--- src/hdl/dsgs_pkg.sv ---
// Shared types and constants of the dynamics spectral gain shaper.
// No dependencies; used by dsgs_cfg and dynamics_spectral_gain_shaper.
`default_nettype none

package dsgs_pkg;

   localparam int INDEX_BITS = 15;
   localparam int DIV_W      = 50;   // divider numerator and denominator width
   localparam int Q_W        = 29;   // quotient width, Q.28 ratio up to 1.0
   localparam int DIV_STEPS  = 29;   // one quotient bit per stage
   localparam int AW         = 4;    // APB address width
   localparam int DVD_W      = 25;   // width of 500*tbs
   localparam int CNT_W      = 5;

   localparam logic [1:0] REG_TBS  = 2'd0;
   localparam logic [1:0] REG_RATE = 2'd1;
   localparam logic [1:0] REG_HH   = 2'd2;

   localparam logic [15:0] TBS_RESET  = 16'd1536;
   localparam logic [17:0] RATE_RESET = 18'd48000;
   localparam logic [9:0]  HH_RESET   = 10'd65;

   localparam logic [16:0] N_SCALE  = 17'd128000;  // 500 * 256
   localparam logic [8:0]  A_SCALE  = 9'd500;
   localparam logic [CNT_W-1:0] DIV_LAST = CNT_W'(DVD_W - 1);

   localparam logic signed [31:0] GAIN_ONE = 32'sh1000_0000;
   localparam logic [Q_W-1:0]     RATIO_ONE = Q_W'(29'h1000_0000);

   typedef struct packed {
      logic                  mode;
      logic [INDEX_BITS-1:0] bin_index;
      logic signed [31:0]    sample_value;
      logic signed [15:0]    dynamics_amount;
      logic [23:0]           pitch_period;
      logic                  last_in;
   } req_type;

   typedef struct packed {
      logic signed [31:0] scaled_value;
      logic               last_out;
   } rsp_type;

   typedef enum logic [2:0] {
      CFG_IDLE,
      CFG_SQUARE,
      CFG_SCALE,
      CFG_DIVIDE,
      CFG_FINISH
   } cfg_state_type;

   typedef enum logic [1:0] {
      GAIN_UNITY,
      GAIN_QUARTER,
      GAIN_HARM,
      GAIN_BIN
   } gain_sel_type;

   // Derived thresholds handed from the register block to the datapath
   typedef struct packed {
      logic        busy;
      logic        rate_zero;
      logic [17:0] rate;
      logic [9:0]  hh;
      logic [14:0] half;
      logic [48:0] n;
      logic [49:0] n2;
      logic [24:0] a;
      logic [26:0] a3;
      logic [26:0] a4;
      logic [28:0] a16;
      logic [29:0] a20;
   } cfg_type;

   typedef struct packed {
      logic signed [31:0] v;
      logic signed [15:0] d;
      logic               last;
      gain_sel_type       gsel;
      logic               half;
   } carry_type;

   typedef struct packed {
      carry_type        c;
      logic [Q_W-1:0]   q;
      logic [DIV_W-1:0] r;
      logic [DIV_W-1:0] den;
   } dstage_type;

endpackage

`default_nettype wire

--- src/hdl/dsgs_cfg.sv ---
// APB register block and threshold precompute sequencer.
// Depends on dsgs_pkg.
`default_nettype none

module dsgs_cfg (
   input  wire logic                     clock,
   input  wire logic                     reset,
   input  wire logic                     psel,
   input  wire logic                     penable,
   input  wire logic                     pwrite,
   input  wire logic [dsgs_pkg::AW-1:0]  paddr,
   input  wire logic [31:0]              pwdata,
   output logic [31:0]                   prdata,
   output logic                          pready,
   output dsgs_pkg::cfg_type             cfg
);

   logic [15:0] tbs_ff;
   logic [17:0] rate_ff;
   logic [9:0]  hh_ff;
   dsgs_pkg::cfg_state_type state_ff, state_in;
   logic        busy;
   logic        wr;
   logic [31:0] sq_ff;
   logic [48:0] n_ff;
   logic [dsgs_pkg::DVD_W-1:0] div_ff;
   logic [17:0] rem_ff;
   logic [18:0] rem_sh;
   logic        qbit;
   logic [dsgs_pkg::CNT_W-1:0] cnt_ff;
   logic [24:0] a_ff;
   logic [26:0] a3_ff, a4_ff;
   logic [28:0] a16_ff;
   logic [29:0] a20_ff;
   logic [49:0] n2_ff;

   assign pready = 1'b1;
   assign wr = psel && penable && pwrite;

   always_ff @(posedge clock) begin
      if (reset) begin
         tbs_ff  <= dsgs_pkg::TBS_RESET;
         rate_ff <= dsgs_pkg::RATE_RESET;
         hh_ff   <= dsgs_pkg::HH_RESET;
      end else if (wr) begin
         case (paddr[3:2])
            dsgs_pkg::REG_TBS:  tbs_ff  <= pwdata[15:0];
            dsgs_pkg::REG_RATE: rate_ff <= pwdata[17:0];
            dsgs_pkg::REG_HH:   hh_ff   <= pwdata[9:0];
            default: ;
         endcase
      end
   end

   always_comb begin
      case (paddr[3:2])
         dsgs_pkg::REG_TBS:  prdata = {16'd0, tbs_ff};
         dsgs_pkg::REG_RATE: prdata = {14'd0, rate_ff};
         dsgs_pkg::REG_HH:   prdata = {22'd0, hh_ff};
         default:            prdata = 32'd0;
      endcase
   end

   // Next state: any write restarts the precompute
   always_comb begin
      case (state_ff)
         dsgs_pkg::CFG_SQUARE: state_in = dsgs_pkg::CFG_SCALE;
         dsgs_pkg::CFG_SCALE:  state_in = dsgs_pkg::CFG_DIVIDE;
         dsgs_pkg::CFG_DIVIDE: state_in = (cnt_ff == dsgs_pkg::DIV_LAST) ?
                                          dsgs_pkg::CFG_FINISH : dsgs_pkg::CFG_DIVIDE;
         dsgs_pkg::CFG_FINISH: state_in = dsgs_pkg::CFG_IDLE;
         default:              state_in = dsgs_pkg::CFG_IDLE;
      endcase
      if (wr) state_in = dsgs_pkg::CFG_SQUARE;
   end

   always_comb begin
      case (state_ff)
         dsgs_pkg::CFG_IDLE: busy = 1'b0;
         default:            busy = 1'b1;
      endcase
   end

   always_ff @(posedge clock) begin
      if (reset) state_ff <= dsgs_pkg::CFG_SQUARE;
      else       state_ff <= state_in;
   end

   // Restoring division of 500*tbs by the sample rate, one bit a cycle
   assign rem_sh = {rem_ff, div_ff[dsgs_pkg::DVD_W-1]};
   assign qbit   = rem_sh >= {1'b0, rate_ff};

   always_ff @(posedge clock) begin
      case (state_ff)
         dsgs_pkg::CFG_SQUARE: begin
            sq_ff  <= tbs_ff * tbs_ff;
            div_ff <= dsgs_pkg::DVD_W'(dsgs_pkg::A_SCALE) * dsgs_pkg::DVD_W'(tbs_ff);
            rem_ff <= 18'd0;
            cnt_ff <= '0;
         end
         dsgs_pkg::CFG_SCALE: begin
            n_ff <= sq_ff * dsgs_pkg::N_SCALE;
         end
         dsgs_pkg::CFG_DIVIDE: begin
            rem_ff <= qbit ? 18'(rem_sh - {1'b0, rate_ff}) : rem_sh[17:0];
            div_ff <= {div_ff[dsgs_pkg::DVD_W-2:0], qbit};
            cnt_ff <= cnt_ff + 1'b1;
         end
         dsgs_pkg::CFG_FINISH: begin
            a_ff   <= (rate_ff == 18'd0) ? 25'd0 : div_ff;
            a3_ff  <= (rate_ff == 18'd0) ? 27'd0 : 27'({div_ff, 1'b0}) + 27'(div_ff);
            a4_ff  <= (rate_ff == 18'd0) ? 27'd0 : {div_ff, 2'b00};
            a16_ff <= (rate_ff == 18'd0) ? 29'd0 : {div_ff, 4'b0000};
            a20_ff <= (rate_ff == 18'd0) ? 30'd0 :
                      30'({div_ff, 4'b0000}) + 30'({div_ff, 2'b00});
            n2_ff  <= {n_ff, 1'b0};
         end
         default: ;
      endcase
   end

   always_comb begin
      cfg.busy      = busy;
      cfg.rate_zero = (rate_ff == 18'd0);
      cfg.rate      = rate_ff;
      cfg.hh        = hh_ff;
      cfg.half      = tbs_ff[15:1];
      cfg.n         = n_ff;
      cfg.n2        = n2_ff;
      cfg.a         = a_ff;
      cfg.a3        = a3_ff;
      cfg.a4        = a4_ff;
      cfg.a16       = a16_ff;
      cfg.a20       = a20_ff;
   end

endmodule

`default_nettype wire

--- config.mk ---
export PLATFORM = sky130hd
export DESIGN_NAME = dsgs_cfg
export DESIGN_NICKNAME = d
export VERILOG_FILES = /design/src/hdl/dsgs_pkg.sv /design/src/hdl/dsgs_cfg.sv
export SDC_FILE = /design/constraint.sdc
export NUM_CORES = 1
export LEC_CHECK = 0
export BUFFER_PORTS_ARGS = -buffer_cell sky130_fd_sc_hd__buf_2
export CAP_MARGIN = 20
export CORE_ASPECT_RATIO = 0.7
export CORE_MARGIN = 1
export CORE_UTILIZATION = 30
export DETAILED_ROUTE_END_ITERATION = 8
export SKIP_LAST_GASP = 1
export SLEW_MARGIN = 10
export SYNTH_ARGS = -nofsm -noshare
export SYNTH_HDL_FRONTEND = slang
export SYNTH_SLANG_ARGS = --single-unit
--- constraint.sdc ---
create_clock -name clock -period 6.9 [get_ports clock]
set_input_delay 1.725 -clock clock [delete_from_list [all_inputs] [get_ports clock]]
set_output_delay 1.725 -clock clock [all_outputs]
set_load 0.01 [all_outputs]
==> flow_summary.yaml <==
timing:
  fin_skew_ns: 0.0353
  maxSlewViolCount: 0
  tightest_slew_ns: 0.992
  tns_ns: 0
  hold_ws_ns: 0.440
  max_freq_mhz: 152
  period_minus_slack_ns: 6.57
  finalSetupViolCount: 0
  finalHoldViolCount: 0
  fin_crit_sh_pct: 95.3
  relSlewSlack_pct: 32.1
  rsz0062_at_grt: "false"
status:
  status: "completed"
placement:
  place_congestion: 0.889
  place_inst: 4319
  hpwl_um: 56800
  place_area_sq_um: 31500
  portBuffers: 293
logic_synthesis:
  synthArstFlopShare_pct: 0
  avgSynthCellArea_sq_um: 10.2
  synth_area_leaders: "edfxtp_1 24%, fa_1 23%, ha_1 14%"
  yosys.area.top_type: "edfxtp_1"
  synth_flop_cell: "edfxtp_1"
  synth_seq_cells: 279
  yosysTopAreaCellShare_pct: 24.0
  yosysSeqAreaShare_pct: 27.2
  yosys_warnings: 0
  syn_inst: 2863
  syn_area_sq_um: 29100
  synth-edff-count: 232
  ys_types: 81
clock_network:
  h-tree-depth: 2
  insertion_delay_ns: 0.58
  clk_pin_slew_ns: 0.06
  cts_hold_buf: 0
  ctsResizeCount: 0
  clockRootBuffer: "clkbuf_16"
  clockBufferDepth: 3
  cts_tree: "yes"
  cts.sinks: 279
  cts_inserted_buffers: 35
  cts_setup_buffers: 0
critical_path:
  r2r_slack_ns: 0.33
  r2r_start: "tbs_ff[9]"
  worstPathCellList: "buf_4 > and2_1 > inv_1 > fa_1 > inv_1 > fa_1 > inv_1 > fa_1 > inv_1 > fa_1 > fa_1 > inv_1 > fa_1 > inv_1 > ha_1 > nand4_1 > a211oi_1 > a21oi_1 > o31a_1 > a211oi_2 > nor2_1 > or3b_1 > and3_1"
  cp-end-kind: "register"
  cp.required_ns: 7.23
  arrival_ns: 6.90
  crit_path_top_delay_cell: "dfxtp_1"
  critical_path_class: "register to register"
  r2r_end: "sq_ff[31]"
  critPathLaunch: "tbs_ff[9]"
  critPathMaxStageDelay_ns: 0.58
  worst-r2r-cell-count: 23
  cp_max_fo: 5
  startpoint_type: "register"
global_route:
  antenna_found_initial: 1
  track_usage_pct: 14.6
  grt-ovfl-total: 0
  first_global_vias: 20411
  grt_max_degree: 72
  grt_pass1_wl_um: 114000
floorplanning:
  dieArea_sq_um: 98200
  start_util_pct: 30.3
  coreArea_sq_um: 96000
  io-pin-count: 356
  die-width_um: 374
  die_h_um: 262
  num_rows: 95
worst_hold_path:
  min_path_type: "register to register"
  holdPathStages: 0
  min_from: "n_ff[13]"
  holdPathEnd: "n2_ff[14]"
flow_run:
  drv_cap: 0
drt:
  wl_um: 71400
  drt_iter0_markers: 1417
  ant_nets: 0
  drc_errors: 0
  wl_per_cell_um: 16.3
  drtPass1Iterations: 5
  vias: 20875
  vias_per_cell: 4.76
power:
  power_density_nw_per_um2: 312
  p_leak_uw: 0.0155
  ir_drop_mv: 0.344
finish:
  final_util_pct: 34.0
  final_cells: 4384
  nFillCells: 9727
  syn_to_final_growth_pct: 12.4
  fin_area_sq_um: 32700
  nNetsFinal: 3790
  drive_above_1_share_pct: 14.0
-- routing by layer --
layer	track usage, %	share of wire, %	wire length, um	vias to the layer above
li1	-	-	-	10036
met1	22.3	50	35600	10261
met2	20.8	42	29700	512
met3	3.04	6.9	4900	64
met4	3.06	1.6	1160	2
met5	0.484	0.092	66	-
-- worst max path at each step --
| stage | slack, ns | endpoint | cells after the start |
|---|---|---|---|
| floorplan | 0.51 | sq_ff[24] | 23 |
| global placement | 0.27 | sq_ff[31] | 21 |
| detailed placement | 0.24 | sq_ff[31] | 21 |
| CTS | 0.22 | sq_ff[31] | 21 |
| global route | 0.06 | sq_ff[30] | 22 |
| finish | 0.33 | sq_ff[31] | 23 |
-- placed cells by master, fill, tap and decap left out, types with 26 or more instances in the layout --
cell       netlist  final
ha_1           320    320
a21oi_1        179    179
dfxtp_1         47     44
clkbuf_16        0     36
fa_1           333    333
inv_1          353    353
edfxtp_1       232    232
nand3_1         42     42
a21o_1          77     77
buf_2            2    293
nor2_1         165    164
a211oi_1        27     26
nand2_1        267    266
xor2_1          35     35
o21ai_0         80     80
xnor2_1         69     69
buf_4          115     50
and2_1          53     53
nor3_1          46     45
conb_1           2     47
-- sequential cells by signal, summed over array words and instances (netlist names), 10 cells and up --
name / cells
a20_ff: 26
rem_ff: 18
hh_ff: 10
a3_ff: 27
n2_ff: 38
div_ff: 25
tbs_ff: 16
a16_ff: 24
sq_ff: 31
rate_ff: 18
n_ff: 38
-- synth_stat cells (16+ instances only) --
master	n
inv_1	353
fa_1	333
ha_1	320
nand2_1	267
edfxtp_1	232
a21oi_1	179
nor2_1	165
buf_4	115
o21ai_0	80
a21o_1	77
clkbuf_1	71
xnor2_1	69
and2_1	53
dfxtp_1	47
nor3_1	46
nand3_1	42
xor2_1	35
a211oi_1	27
mux2i_1	22
nand2b_1	22
o21ai_1	22
o21a_1	21
nor2b_1	20
and3_1	18
a211o_1	17
nand4_1	16
-- worst max-delay path, delay by kind of cell (launching register included) --
family,cells,cell delay (ns)
buf+inv,7,0.56
flops,1,0.58
simple gates,5,0.93
fa+ha+maj,7,3.26
compound gates,4,1.00
-- power breakdown --
group	internal (uW)	total (uW)	switching [uW]
registers	2350	2540	191
logic	2480	5780	3290
clock network	1050	1870	824
-- logic make-up (layout without fill, tap and decap cells) --
group           Yosys count  count (layout)  share of synthesized area (%)
flops                   279             279                           27.2
mux                      26              26                          0.925
simple gates            725             725                           11.8
buf+inv                 548             762                           8.67
fa+ha+maj               653             653                           36.7
other cells               2              48                         0.0258
xor+xnor                104             104                           3.13
compound gates          526             526                           11.6
-- per-stage QoR --
| stage | total power [uW] | setup WS [ns] |
|---|---|---|
| floorplan | 7090 | 0.510 |
| global placement | 8340 | 0.268 |
| detailed placement | 8400 | 0.244 |
| CTS | 10300 | 0.220 |
| global route | 11100 | 0.0588 |
| finish | 10200 | 0.327 |
-- cell type report --
type	count	area [sq um]	area share (%)
timing repair buffer	344	1860	5.70
antenna	1	2.50	0.00766
tap	1261	1580	4.83
clock buffer	43	927	2.84
sequential	279	7910	24.2
inverter	355	1340	4.10
clock inverter	20	196	0.601
multi-input combinational	2081	18900	57.7
Power figures use the tool's default switching activity.
